### config.mk
export PLATFORM = sky130hd
export DESIGN_NAME = fvm_trig
export DESIGN_NICKNAME = d
export VERILOG_FILES = /design/src/rtl/fvm_pkg.sv /design/src/rtl/fvm_trig.sv
export SDC_FILE = /design/constraint.sdc
export NUM_CORES = 2
export LEC_CHECK = 0
export ABC_AREA = 1
export BUFFER_PORTS_ARGS = -buffer_cell sky130_fd_sc_hd__buf_4
export CELL_PAD_IN_SITES_DETAIL_PLACEMENT = 1
export CELL_PAD_IN_SITES_GLOBAL_PLACEMENT = 2
export CORE_MARGIN = 5
export CORE_UTILIZATION = 41
export DETAILED_ROUTE_END_ITERATION = 16
export PLACE_DENSITY = 0.88
export SYNTH_ARGS = -nofsm -noshare
export SYNTH_HDL_FRONTEND = slang
export SYNTH_SLANG_ARGS = --single-unit
### constraint.sdc
create_clock -name i_clk -period 9.2 [get_ports i_clk]
set_input_delay 0.46 -clock i_clk [delete_from_list [all_inputs] [get_ports i_clk]]
set_output_delay 0.46 -clock i_clk [all_outputs]
set_load 0.02 [all_outputs]
### src/rtl/fvm_pkg.sv
`timescale 1ns / 1ps

package fvm_pkg;

    // Configuration register indexes.
    localparam logic [2:0] CFG_VDC     = 3'd0;
    localparam logic [2:0] CFG_PERIOD0 = 3'd1;

    localparam logic [14:0] VDC_RESET    = 15'd24576;
    localparam logic [16:0] PERIOD_RESET = 17'd65536;

    // Quarter-wave sine polynomial coefficients.
    localparam logic [15:0] SIN_A = 16'd51472;
    localparam logic [15:0] SIN_B = 16'd21024;
    localparam logic [15:0] SIN_C = 16'd2320;
    localparam logic [15:0] SQRT3_HALF = 16'd28378;

    localparam int DIV_STEPS = 17;

    typedef struct packed {
        logic [1:0]          joint;
        logic                bad;
        logic signed [15:0]  uq;
        logic signed [17:0]  sn;
        logic signed [17:0]  cs;
    } t_trig;

    typedef struct packed {
        logic [1:0]  joint;
        logic        bad;
        logic [45:0] va;
        logic [45:0] vb;
        logic [45:0] vc;
    } t_phase;

endpackage

### src/rtl/fvm_trig.sv
`timescale 1ns / 1ps

module fvm_trig import fvm_pkg::*; (
    input  logic               i_clk,
    input  logic               i_rst_n,
    input  logic               i_valid,
    output logic               o_ready,
    input  logic [15:0]        i_angle,
    input  logic signed [15:0] i_uq,
    input  logic [1:0]         i_joint,
    input  logic               i_bad,
    output logic               o_valid,
    input  logic               i_ready,
    output t_trig              o_data
);

    localparam int NS = 5;

    logic [NS-1:0] r_vld;
    logic [NS:0]   adv;

    logic [1:0]         r_joint [NS];
    logic               r_bad   [NS];
    logic signed [15:0] r_uq    [NS];

    // Lane 0 is sine, lane 1 is cosine.
    logic [15:0] n1_z [2];
    logic        n1_neg [2];
    logic [15:0] r1_z [2];
    logic        r1_neg [2];
    logic [15:0] r2_z [2];
    logic [15:0] r2_z2 [2];
    logic        r2_neg [2];
    logic [15:0] r3_z [2];
    logic [15:0] r3_z2 [2];
    logic [15:0] r3_t [2];
    logic        r3_neg [2];
    logic [15:0] r4_z [2];
    logic [15:0] r4_t [2];
    logic        r4_neg [2];
    logic signed [17:0] r5_s [2];

    always_comb begin
        adv[NS] = i_ready;
        for (int k = NS - 1; k >= 0; k--) begin
            adv[k] = !r_vld[k] || adv[k+1];
        end
    end

    assign o_ready = adv[0];
    assign o_valid = r_vld[NS-1];

    always_comb begin
        logic [15:0] ang;
        logic [15:0] rr;
        for (int l = 0; l < 2; l++) begin
            ang       = (l == 1) ? i_angle + 16'd16384 : i_angle;
            rr        = {1'b0, ang[13:0], 1'b0};
            n1_z[l]   = ang[14] ? 16'd32768 - rr : rr;
            n1_neg[l] = ang[15];
        end
    end

    always_ff @(posedge i_clk) begin
        if (!i_rst_n) begin
            r_vld <= '0;
        end else begin
            for (int k = 0; k < NS; k++) begin
                if (adv[k]) begin
                    r_vld[k] <= (k == 0) ? i_valid : r_vld[k-1];
                end
            end
        end
    end

    always_ff @(posedge i_clk) begin
        if (adv[0]) begin
            r_joint[0] <= i_joint;
            r_bad[0]   <= i_bad;
            r_uq[0]    <= i_uq;
        end
        for (int k = 1; k < NS; k++) begin
            if (adv[k]) begin
                r_joint[k] <= r_joint[k-1];
                r_bad[k]   <= r_bad[k-1];
                r_uq[k]    <= r_uq[k-1];
            end
        end
        for (int l = 0; l < 2; l++) begin
            if (adv[0]) begin
                r1_z[l]   <= n1_z[l];
                r1_neg[l] <= n1_neg[l];
            end
            if (adv[1]) begin
                r2_z[l]   <= r1_z[l];
                r2_z2[l]  <= 16'((32'(r1_z[l]) * 32'(r1_z[l])) >> 15);
                r2_neg[l] <= r1_neg[l];
            end
            if (adv[2]) begin
                r3_z[l]   <= r2_z[l];
                r3_z2[l]  <= r2_z2[l];
                r3_t[l]   <= SIN_B - 16'((32'(SIN_C) * 32'(r2_z2[l])) >> 15);
                r3_neg[l] <= r2_neg[l];
            end
            if (adv[3]) begin
                r4_z[l]   <= r3_z[l];
                r4_t[l]   <= SIN_A - 16'((32'(r3_t[l]) * 32'(r3_z2[l])) >> 15);
                r4_neg[l] <= r3_neg[l];
            end
            if (adv[4]) begin
                r5_s[l] <= r4_neg[l]
                    ? -$signed({2'b00, 16'((32'(r4_t[l]) * 32'(r4_z[l])) >> 15)})
                    :  $signed({2'b00, 16'((32'(r4_t[l]) * 32'(r4_z[l])) >> 15)});
            end
        end
    end

    always_comb begin
        o_data.joint = r_joint[NS-1];
        o_data.bad   = r_bad[NS-1];
        o_data.uq    = r_uq[NS-1];
        o_data.sn    = r5_s[0];
        o_data.cs    = r5_s[1];
    end

endmodule

Yosys cells after proc, flatten, opt, wreduce, memory -nomap -nowiden
Memories as Yosys holds them, arrays and structs flattened.
Index checks and enable logic that the tools add are counted.
- RAM bits: 395
- memories: 16
- output and inout bits: 57
- input port bits: 39
- register bits after elaboration: 5
- multiplexer cells: 14
- multipliers: 8
- reduce and logical (&&, ||, !) cells: 10
- add/subtract/negate cells: 9
- memories (name ; depth ; width ; rd ports ; clocked after Yosys merged registers in ; wr ports ; RTL line ; RTL):
    r_uq ; 5 ; 16 ; 5 ; 0 ; 5 ; fvm_trig.sv:24 ; logic signed [15:0] r_uq [NS];
    r5_s ; 2 ; 18 ; 2 ; 0 ; 2 ; fvm_trig.sv:41 ; logic signed [17:0] r5_s [2];
    r1_z ; 2 ; 16 ; 2 ; 0 ; 2 ; fvm_trig.sv:29 ; logic [15:0] r1_z [2];
    r2_z ; 2 ; 16 ; 2 ; 0 ; 2 ; fvm_trig.sv:31 ; logic [15:0] r2_z [2];
    r2_z2 ; 2 ; 16 ; 2 ; 0 ; 2 ; fvm_trig.sv:32 ; logic [15:0] r2_z2 [2];
    r3_t ; 2 ; 16 ; 2 ; 0 ; 2 ; fvm_trig.sv:36 ; logic [15:0] r3_t [2];
    +10 memories ; -- ; -- ; -- ; -- ; -- ; -- ;
- operators by type and width (cell ; number):
    multiplier 16 x 16 -> 31 bit ; 6
    multiplier 8 x 16 -> 24 bit (first input constant) ; 2
    two-way mux 18 bit ; 2
    negation 16 -> 18 bit ; 2
    two-way mux 16 bit ; 2
    subtractor 15 x 13 -> 16 bit (first input constant) ; 2
    subtractor 16 x 15 -> 16 bit (first input constant) ; 2
    subtractor 16 bit (first input constant) ; 2
    adder 16 x 15 -> 16 bit (second input constant) ; 1
    two-way mux 1 bit ; 10
    zero test 1 bit ; 5
    logical OR 1 bit ; 5

Longest topological paths before layout
- depth after elaboration: 8
- gate-level depth with buffers: 35

Worst setup path before layout
No wires, ideal clock.
- kind: input -> register
- start: input i_ready
- end: memory r2_neg[0][0] (enable)
- setup slack: 1.125 ns
- library setup time: 0.436 ns
- cell stages on the path: 8
- arrival time: 7.639 ns
- cell sequence: nor2_1 inv_1 nor2_1 inv_1 nor2_1 inv_1 nor2_1 inv_1
- RTL lines (element ; RTL line ; RTL):
    from (decl) ; fvm_trig.sv:13 ; input logic i_ready,
    to (decl) ; fvm_trig.sv:33 ; logic r2_neg [2];

==> results.sh <==
export IMPL_status="finished clean"
export IMPL_gp_congestion=0.8535
export IMPL_wl_per_cell_um=17.86
export IMPL_htree_levels=2
export IMPL_ys_ff_latch=386
export IMPL_slowest_stage="edfxtp_1"
export IMPL_synth_top_cell_by_area="fa_1"
export IMPL_setup_worst_path_class="flop to flop"
export IMPL_grt_usage=0.2201
export IMPL_syn_to_final_growth_pct=6.699
export IMPL_cap_violations=0
export IMPL_startpoint="r4_z[0][7]$_DFFE_PP_"
export IMPL_synth_cell_types=49
export IMPL_worstPathRequired_ns=9.60
export IMPL_grt_pass1_wl_um=289300
export IMPL_path_clk_slew_ns=0.06
export IMPL_num_nets_final=9493
export IMPL_vias_per_cell=4.919
export IMPL_portBuffers=95
export IMPL_cts_tree="built"
export IMPL_core_um2=156000
export IMPL_min_period_ns=6.757
export IMPL_slew_headroom=0.3262
export IMPL_cp_end_kind="flop"
export IMPL_io_pins=96
export IMPL_grt_max_degree=60
export IMPL_fin_crit_sh=0.7345
export IMPL_clock_path_buffers=3
export IMPL_grt_overflow_total=0
export IMPL_drive_gt1_frac=0.03766
export IMPL_skew_ns=0.01872
export IMPL_r2r_start="r4_z[0][7]$_DFFE_PP_"
export IMPL_yosysWarningCount=0
export IMPL_synth_most_common_cell="inv_1"
export IMPL_hold_viol=0
export IMPL_synth_edf_count=381
export IMPL_die_area_um2=164600
export IMPL_setup_tns_ns=0
export IMPL_setup_violations=0
export IMPL_num_rows=145
export IMPL_vias=48440
export IMPL_drc=0
export IMPL_n_fill_cell=18700
export IMPL_ant_nets=0
export IMPL_netlist_area_um2=64210
export IMPL_yosys_top_cells_area="fa_1, edfxtp_1, ha_1"
export IMPL_place_hpwl_um=145900
export IMPL_synth_common_cells="inv_1, nand2_1, fa_1, ha_1, edfxtp_1"
export IMPL_antenna_found_initial=14
export IMPL_first_global_vias=54640
export IMPL_tightestPinTransition_ns=1.011
export IMPL_fp_dieH_um=405.8
export IMPL_report_final_slew_viol_count=0
export IMPL_clk_latency_ns=0.64
export IMPL_ctsRootBufferMaster="clkbuf_16"
export IMPL_rsz0062_at_grt="false"
export IMPL_slowest_delay_ns=0.87
export IMPL_synth_nets=9551
export IMPL_fp_dieW_um=405.8
export IMPL_timing_fmax_ghz=0.1480
export IMPL_drt_pass1_iterations=8
export IMPL_numCtsBuffers=49
export IMPL_syn_avg_cell_area_um2=8.231
export IMPL_wl_um=175900
export IMPL_initial_core_util=0.4116
export IMPL_stdcell_count=9848
export IMPL_yosysSeqAreaShare=0.1797
export IMPL_startpoint_type="flop"
export IMPL_syn_inst=7801
export IMPL_hp_class="input pin to flop"
export IMPL_cp_arrival_ns=7.15
export IMPL_hp_start="i_angle[15]"
export IMPL_path_max_fanout=16
export IMPL_cts_sinks=386
export IMPL_synth_top_area_frac=0.3146
export IMPL_synth_main_ff_cell="edfxtp_1"
export IMPL_synthArstFlopShare=0
export IMPL_drt_iter0_markers=2714
export IMPL_place_inst=9731
==> metal layers <==
layer  global-route usage  wire length (um)  vias up
li1                     -                 -    22820
met1               0.2897             77660    24490
met2               0.3848             85190      907
met3              0.03035              8629      227
met4              0.05250              4399        4
met5                    0                27        -
==> kinds of logic (layout without fill, tap and decap cells) <==
kind of cell	Yosys count	count (layout)	synth area share
simple gates	2765	2765	0.1740
buf+inv	2442	2422	0.1439
fa+ha+maj	1711	1711	0.4514
flops	386	386	0.1797
compound gates	354	354	0.03100
xor+xnor	143	143	0.01997
other cells	0	9	0
==> cell usage in the layout, fill, tap and decap left out, types with 6 or more instances in the layout <==
master	instances
a21o_1	16
a21oi_1	177
a31oi_1	14
and2_1	8
buf_4	109
clkbuf_16	49
clkinv_1	14
diode_2	9
dlygate4sd3_1	19
edfxtp_1	381
fa_1	1009
ha_1	702
inv_1	2185
inv_2	13
inv_6	7
nand2_1	2112
nand2_2	40
nand3_1	187
nand3_2	11
nand3b_1	22
nand4_1	39
nor2_1	264
nor2_2	16
nor2_4	8
nor3_1	45
nor4_1	6
o21ai_0	90
o21ai_1	8
o21bai_1	29
xnor2_1	48
xor2_1	91
==> critical path, delay by kind of cell (launching register included) <==
kind	cells	cell delay, ns
adder cells (fa/ha/maj)	8	3.52
AND/OR/NAND/NOR	11	1.36
flip-flops	1	0.87
AO/OA/AOI/OAI	2	0.50
buffers and inverters	5	0.27
==> sequential cells by signal, summed over array words and instances, names as in the netlist <==
| register | flops |
|---|---|
| r_joint | 10 |
| r4_z | 29 |
| r2_z2 | 32 |
| r1_neg | 2 |
| r2_z | 29 |
| r_bad | 5 |
| r3_z2 | 32 |
| r5_s | 36 |
| r3_t | 30 |
| r4_neg | 2 |
| r2_neg | 2 |
| r_vld | 5 |
| r_uq | 80 |
| r3_z | 29 |
| r1_z | 29 |
| r3_neg | 2 |
| r4_t | 32 |
==> path summary, 6_finish.rpt <==
check,end,slack (ns),cells after the start
max,r5_s[0][12]$_DFFE_PP_,2.44,26
max reg2reg,r5_s[0][12]$_DFFE_PP_,2.44,26
min reg2reg,r_uq[0][37]$_DFFE_PP_,0.41,0
min,r1_neg[0][0]$_DFFE_PP_,0.06,1
==> through the flow <==
step	util	hold WS (ns)	cell area, um^2	worst slack (ns)
after floorplan	-	0.4003	64210	1.125
after global placement	0.4272	0.4014	66660	2.610
after detailed placement	0.4272	0.4062	66660	2.519
after CTS	0.4390	0.01935	68490	2.433
after global routing	0.4390	0.04026	68500	1.970
final	0.4391	0.06209	68510	2.443
==> timing repair <==
action                                 CTS  global route
hold buffers                            19             0
endpoints found under the hold margin   19             0
gates resized for setup                  0             0
buffers inserted                         0             0
==> layout make-up <==
class	count	area, um^2	area share
multi-input combinational	4973	43440	0.6340
sequential	386	11540	0.1684
timing repair buffer	128	1008	0.01472
clock buffer	52	1237	0.01806
tap	2058	2575	0.03758
antenna	9	22.52	0.0003287
inverter	2205	8284	0.1209
clock inverter	37	406.6	0.005935
Power is not shown: default switching activity piles up to over one toggle a cycle in this logic, so the estimate is an artifact.
