`src/rtl/fvm_pkg.sv`:
```
`timescale 1ns / 1ps

package fvm_pkg;

    // Configuration register indexes.
    localparam logic [2:0] CFG_VDC     = 3'd0;
    localparam logic [2:0] CFG_PERIOD0 = 3'd1;

    localparam logic [14:0] VDC_RESET    = 15'd24576;
    localparam logic [16:0] PERIOD_RESET = 17'd65536;

    // Quarter-wave sine polynomial coefficients.
    localparam logic [15:0] SIN_A = 16'd51472;
    localparam logic [15:0] SIN_B = 16'd21024;
    localparam logic [15:0] SIN_C = 16'd2320;
    localparam logic [15:0] SQRT3_HALF = 16'd28378;

    localparam int DIV_STEPS = 17;

    typedef struct packed {
        logic [1:0]          joint;
        logic                bad;
        logic signed [15:0]  uq;
        logic signed [17:0]  sn;
        logic signed [17:0]  cs;
    } t_trig;

    typedef struct packed {
        logic [1:0]  joint;
        logic        bad;
        logic [45:0] va;
        logic [45:0] vb;
        logic [45:0] vc;
    } t_phase;

endpackage

```
`src/rtl/fvm_clarke.sv`:
```
`timescale 1ns / 1ps

module fvm_clarke import fvm_pkg::*; (
    input  logic        i_clk,
    input  logic        i_rst_n,
    input  logic        i_valid,
    output logic        o_ready,
    input  t_trig       i_data,
    input  logic [14:0] i_vdc,
    output logic        o_valid,
    input  logic        i_ready,
    output t_phase      o_data
);

    localparam int NS = 5;

    logic [NS-1:0] r_vld;
    logic [NS:0]   adv;

    logic [1:0] r_joint [NS];
    logic       r_bad   [NS];

    logic signed [33:0] r1_alpha;
    logic signed [33:0] r1_beta;
    logic signed [48:0] r2_ua;
    logic signed [47:0] r2_ha;
    logic signed [49:0] r2_pb;
    logic signed [50:0] r3_u [3];
    logic signed [50:0] r4_u [3];
    logic signed [50:0] r4_mx;
    logic signed [50:0] r4_mn;
    logic [45:0]        r5_v [3];
    logic signed [50:0] n4_mx;
    logic signed [50:0] n4_mn;
    logic [45:0]        n5_v [3];

    always_comb begin
        adv[NS] = i_ready;
        for (int k = NS - 1; k >= 0; k--) begin
            adv[k] = !r_vld[k] || adv[k+1];
        end
    end

    assign o_ready = adv[0];
    assign o_valid = r_vld[NS-1];

    always_comb begin
        n4_mx = r3_u[0];
        n4_mn = r3_u[0];
        for (int l = 1; l < 3; l++) begin
            if (r3_u[l] > n4_mx) begin
                n4_mx = r3_u[l];
            end
            if (r3_u[l] < n4_mn) begin
                n4_mn = r3_u[l];
            end
        end
    end

    // Centre the midpoint of the phase swing on half the link voltage, then clamp.
    always_comb begin
        logic signed [53:0] e;
        logic [45:0]        full;
        full = {i_vdc, 31'b0};
        for (int l = 0; l < 3; l++) begin
            e = (54'(r4_u[l]) <<< 1) - 54'(r4_mx) - 54'(r4_mn)
                + $signed({9'b0, i_vdc, 30'b0});
            if (e < 0) begin
                n5_v[l] = '0;
            end else if (e > $signed({8'b0, full})) begin
                n5_v[l] = full;
            end else begin
                n5_v[l] = 46'(e);
            end
        end
    end

    always_ff @(posedge i_clk) begin
        if (!i_rst_n) begin
            r_vld <= '0;
        end else begin
            for (int k = 0; k < NS; k++) begin
                if (adv[k]) begin
                    r_vld[k] <= (k == 0) ? i_valid : r_vld[k-1];
                end
            end
        end
    end

    always_ff @(posedge i_clk) begin
        if (adv[0]) begin
            r_joint[0] <= i_data.joint;
            r_bad[0]   <= i_data.bad;
            r1_alpha   <= -(34'(i_data.sn) * 34'(i_data.uq));
            r1_beta    <= 34'(i_data.cs) * 34'(i_data.uq);
        end
        for (int k = 1; k < NS; k++) begin
            if (adv[k]) begin
                r_joint[k] <= r_joint[k-1];
                r_bad[k]   <= r_bad[k-1];
            end
        end
        if (adv[1]) begin
            r2_ua <= 49'(r1_alpha) <<< 15;
            r2_ha <= 48'(r1_alpha) <<< 14;
            r2_pb <= 50'(r1_beta) * $signed({34'b0, SQRT3_HALF});
        end
        if (adv[2]) begin
            r3_u[0] <= 51'(r2_ua);
            r3_u[1] <= -51'(r2_ha) + 51'(r2_pb);
            r3_u[2] <= -51'(r2_ha) - 51'(r2_pb);
        end
        if (adv[3]) begin
            r4_u  <= r3_u;
            r4_mx <= n4_mx;
            r4_mn <= n4_mn;
        end
        if (adv[4]) begin
            r5_v <= n5_v;
        end
    end

    always_comb begin
        o_data.joint = r_joint[NS-1];
        o_data.bad   = r_bad[NS-1];
        o_data.va    = r5_v[0];
        o_data.vb    = r5_v[1];
        o_data.vc    = r5_v[2];
    end

endmodule

```
`config.mk`:
```
export PLATFORM = sky130hd
export DESIGN_NAME = fvm_clarke
export DESIGN_NICKNAME = d
export VERILOG_FILES = /design/src/rtl/fvm_pkg.sv /design/src/rtl/fvm_clarke.sv
export SDC_FILE = /design/constraint.sdc
export NUM_CORES = 2
export LEC_CHECK = 0
export ABC_AREA = 1
export BUFFER_PORTS_ARGS = -buffer_cell sky130_fd_sc_hd__buf_4
export CAP_MARGIN = 20
export CORE_UTILIZATION = 55
export CTS_CLUSTER_SIZE = 24
export DETAILED_ROUTE_END_ITERATION = 10
export PLACE_DENSITY = 0.79
export SLEW_MARGIN = 20
export SYNTH_ARGS = -nofsm -noshare
export SYNTH_HDL_FRONTEND = slang
export SYNTH_SLANG_ARGS = --single-unit
```
`constraint.sdc`:
```
create_clock -name i_clk -period 54.9 [get_ports i_clk]
set_input_delay 13.725 -clock i_clk [delete_from_list [all_inputs] [get_ports i_clk]]
set_output_delay 13.725 -clock i_clk [all_outputs]
set_load 0.02 [all_outputs]
```
### Yosys cells after proc, flatten, opt, wreduce, memory -nomap -nowiden

Memories as Yosys holds them, arrays and structs flattened.
Index checks and enable logic that the tools add are counted.

* memories kept: 2
* bits of input ports: 74
* RAM bits: 15
* bits in registers: 668

Memory list
* r_joint: words 5, width 2, read ports 5, clocked after Yosys merged registers in 0, wr ports 5, RTL line fvm_clarke.sv:20 `logic [1:0] r_joint [NS];`
* r_bad: words 5, width 1, read ports 5, clocked after Yosys merged registers in 0, wr ports 5, RTL line fvm_clarke.sv:21 `logic r_bad [NS];`

* add/subtract/negate cells: 13
* multiplexer cells: 17
* magnitude comparators: 10
* reduce and logical (&&, ||, !) cells: 13
* $mul: 3

Operators by type and width (count)
* two-way mux 51 bit: 4
* adder 54 x 46 -> 54 bit: 3
* > comparator 54 x 47 -> 1 bit: 3
* < comparator 54 x 1 -> 1 bit, second input constant: 3
* subtractor 52 x 51 -> 53 bit: 3
* two-way mux 46 bit: 3
* subtractor 53 x 51 -> 54 bit: 2
* multiplier 18 x 16 -> 34 bit: 2
* subtractor 50 x 51 -> 52 bit: 1
* adder 51 x 50 -> 51 bit: 1
* > comparator 51 x 49 -> 1 bit: 1
* > comparator 51 bit: 1
* < comparator 51 x 49 -> 1 bit: 1
* < comparator 51 bit: 1
* negation 48 -> 51 bit: 1
* subtractor 51 x 50 -> 51 bit: 1
* multiplier 34 x 15 -> 49 bit, second input constant: 1
* negation 34 bit: 1
* two-way mux 1 bit: 10
* OR reduction 2 bit: 3
* logical NOT 1 bit: 5
* logical OR 1 bit: 5

### Longest topological paths before layout

* depth after elaboration: 8
* gate-level depth with buffers: 45
* gate-level depth less buffers: 45

### Least setup slack after synthesis

OpenSTA, ideal clock, no wires.

* kind: input-to-output
* start: in i_ready
* end: out o_ready
* arrival: 26.087 ns
* buffers on the path: 0
* stages on the path: 8
* path slack: 15.088 ns
* cells stage by stage: nor2_1 inv_1 nor2_1 inv_1 nor2_1 inv_1 nor2_1 nand2_1

* longest elaborated chain between the ends: 5

Ends and longest elaborated chain
* start: declaration: RTL line fvm_clarke.sv:11 `input logic i_ready,`
* logical OR 1 bit: RTL line fvm_clarke.sv:40 `adv[k] = !r_vld[k] || adv[k+1];`
* via adv[4]: RTL line fvm_clarke.sv:18 `logic [NS:0] adv;`
* logical OR 1 bit: RTL line fvm_clarke.sv:40
* via adv[3]: RTL line fvm_clarke.sv:18
* logical OR 1 bit: RTL line fvm_clarke.sv:40
* via adv[2]: RTL line fvm_clarke.sv:18
* logical OR 1 bit (2 in a row): RTL line fvm_clarke.sv:40
* end: declaration: RTL line fvm_clarke.sv:7 `output logic o_ready,`

The timed path passes the listed nets, and every way through them passes these cells.

### Worst setup path after layout

Same ends and word-level chain as after synthesis.

==> out/qor.yml <==
rsz0062_at_grt: "false"
clk_pin_slew_ns: 0.06
wl_per_cell_um: 21.3
die_w_um: 390
synth.ff_latch_count: 672
track_usage_pct: 33.6
cts-root-buf: "clkbuf_16"
row_count: 142
routed_wl_mm: 254
hold_path_class: "flip-flop to flip-flop"
setup_viol: 0
synthArstFlopShare_pct: 0
synth_area_um2: 82800
cts_buffers: 72
critical_path.top_delay_family: "buffers and inverters"
clock-skew-final_ns: 0.0369
slowest_delay_ns: 0.60
status: "finished, final reports clean"
clk_latency_ns: 0.71
area_delta_synth_final_pct: 7.20
gp_congestion: 1.07
start_kind: "input pin"
dr_total_vias: 66300
worst_slew_pin_slew_ns: 1.08
antenna_found_initial: 3
maxSlewViolCount: 0
synth_top_family_by_area: "adder cells"
hold_violations: 0
grt_pass1_wl_mm: 387
timing.final.crit_share_pct: 55.3
maxCapViolations: 0
max_freq_mhz: 32.9
tns_ns: 0
synth-adder-area-share_pct: 37.0
ys_warn_count: 0
postCtsSetupRepairBufs: 0
grt_pass1_vias: 68900
drt-pass1-iter-count: 6
viasPerCell: 5.56
cp.required_ns: 41.17
fp.dieH_um: 390
final_cells: 11900
first_iter_violations: 5510
postRouteAntennaNets: 0
synth.distinct_cells: 67
overflow: 0
cp_data_arrival_time_ns: 16.64
core_um2: 150000
die-area_um2: 152000
critPathCaptureType: "primary output"
ys_seq_area_share_pct: 24.3
crit_path_max_fanout: 108
synth_mux_area_share_pct: 0.0136
yosys.area_share.simple_pct: 17.1
synth_edf_count: 667
cts-htree-levels: 3
dpl_worst_slack_ns: 24.46
cts_tree: "done"
min_period_ns: 30.37
maxSlewHeadroom_pct: 27.3
nNetsFinal: 11800
cts_resized: 0
clk_path_buf_depth: 3
path_buf_inv: 5
synth_ff_type: "edfxtp_1"
crit_slowest_cell: "inv_4"
ios: 217
route.detailed.drc: 0
finalWorstSetupSlack_ns: 24.53
critical_path.most_common_cell: "nor2_1"
synth-compound-area-share_pct: 7.59
grt_max_degree: 109
cts_hold_buf: 0
postSynthCellCount: 9744
critPathKind: "input pin to primary output"
clock_sinks: 672
dp_cells: 11800
syn_area_per_cell_um2: 8.50
hpwl_mm: 217
synth-xor-area-share_pct: 3.40
initial_core_util_pct: 55.3
place.port_buffers: 213
drive_above_1_share_pct: 4.57
crit_chain: "buf_4 > nor2_1 > inv_4 > nor2_1 > inv_8 > nor2_1 > inv_4 > nor2_1 > nand2_4 > buf_4"
-- sequential cells by signal, summed over array words and instances, names as in the netlist --
| signal | cells |
|---|---|
| r4_u | 133 |
| r2_ua | 34 |
| r2_pb | 49 |
| r1_beta | 34 |
| r3_u | 133 |
| r_joint | 10 |
| r4_mn | 50 |
| o_data | 135 |
| r4_mx | 50 |
| r_vld | 5 |
| r_bad | 5 |
| r1_alpha | 34 |
-- worst reg2reg max path: cells and delay by family (launching register included) --
family | cells | cell delay [ns]
xor+xnor | 2 | 0.48
simple gates | 28 | 4.91
flops | 1 | 0.37
compound gates | 4 | 1.26
buf+inv | 3 | 0.42
fa+ha+maj | 4 | 2.05
-- cells in the mapped netlist, drive strengths merged, types with 2 or more instances --
cell type,count,area (um^2)
nor3,81,420
o221a,3,33.8
clkinv,3,11.3
nand4,106,678
xor2,217,1900
xnor2,104,911
nand3,296,1500
o221ai,11,96.3
dfxtp,5,100
a221oi,4,35.0
nor3b,2,15.0
a31oi,32,200
a21oi,595,3050
nand3b,27,203
o21bai,21,158
o21a,36,270
a21boi,16,120
fa,995,19900
ha,855,10700
clkbuf,170,638
nand2,2171,8190
or2,25,156
a211oi,11,82.6
edfxtp,667,20000
o31ai,2,15.0
nor4b,2,17.5
o311ai,2,17.5
o2111ai,9,85.1
nor2,697,2670
a21o,29,218
and2,12,75.1
and3,2,12.5
buf,35,225
inv,2099,7880
nor4,34,219
a31o,2,17.5
o21ai,337,1690
o211ai,19,143
-- layout by cell type, fill, tap and decap left out, drive strengths merged, types with 11 or more instances in the layout --
master,n
a21o,29
edfxtp,667
xor2,217
or2,25
a21oi,595
nand3b,27
a21boi,16
ha,855
clkbuf,82
clkinv,27
nor4,34
o21bai,21
nor2,697
o21a,36
o211ai,19
nand4,106
and2,12
o21ai,337
inv,2109
nand3,296
nor3,81
a211oi,11
xnor2,104
o221ai,11
fa,995
nand2,2171
a31oi,32
buf,234
-- cell type report --
class / instances / area, um^2
fill: 13100 / 60800
inverter: 2102 / 7900
timing repair buffer: 234 / 1760
multi-input combinational: 6767 / 53900
clock inverter: 48 / 634
clock buffer: 82 / 1870
antenna: 2 / 5.00
sequential: 672 / 20100
tap: 2016 / 2520
-- routing by layer --
layer | share of wire (%) | global-route usage [%] | wire length, um
met5 | 0 | 0 | 0
met4 | 6.8 | 19.9 | 17200
met3 | 5.6 | 3.19 | 14300
met2 | 50 | 59.8 | 126000
met1 | 38 | 39.3 | 96600
-- worst paths after layout --
| check | start | end | slack, ns | cells past startpoint |
|---|---|---|---|---|
| max | i_ready | o_ready | 24.53 | 10 |
| min | r_bad[0][2] | r_bad[0][3] | 0.42 | 0 |
| max reg2reg | r4_mx[1] | o_data[136] | 45.17 | 41 |
| min reg2reg | r_bad[0][2] | r_bad[0][3] | 0.42 | 0 |
-- logic make-up after synthesis --
kind of cell | count (synthesis)
xor gates and xnor gates | 321
DFF | 672
AOI/OAI and AO/OA | 1134
adders and majority gates | 1850
other | 1
muxes | 1
and+or+nand+nor | 3458
buffers and inverters | 2307
-- per-stage QoR --
stage | utilization [%] | hold slack, ns | cell area, um^2
floorplan | - | 0.400 | 82800
global placement | 57.7 | 0.401 | 86300
detailed placement | 57.7 | 0.405 | 86300
CTS | 59.3 | 0.419 | 88800
global route | 59.3 | 0.424 | 88800
finish | 59.3 | 0.418 | 88800
Power is left out: the tool's default activity adds up to more than one toggle a clock period on the data nets, which glitch-free logic cannot reach.
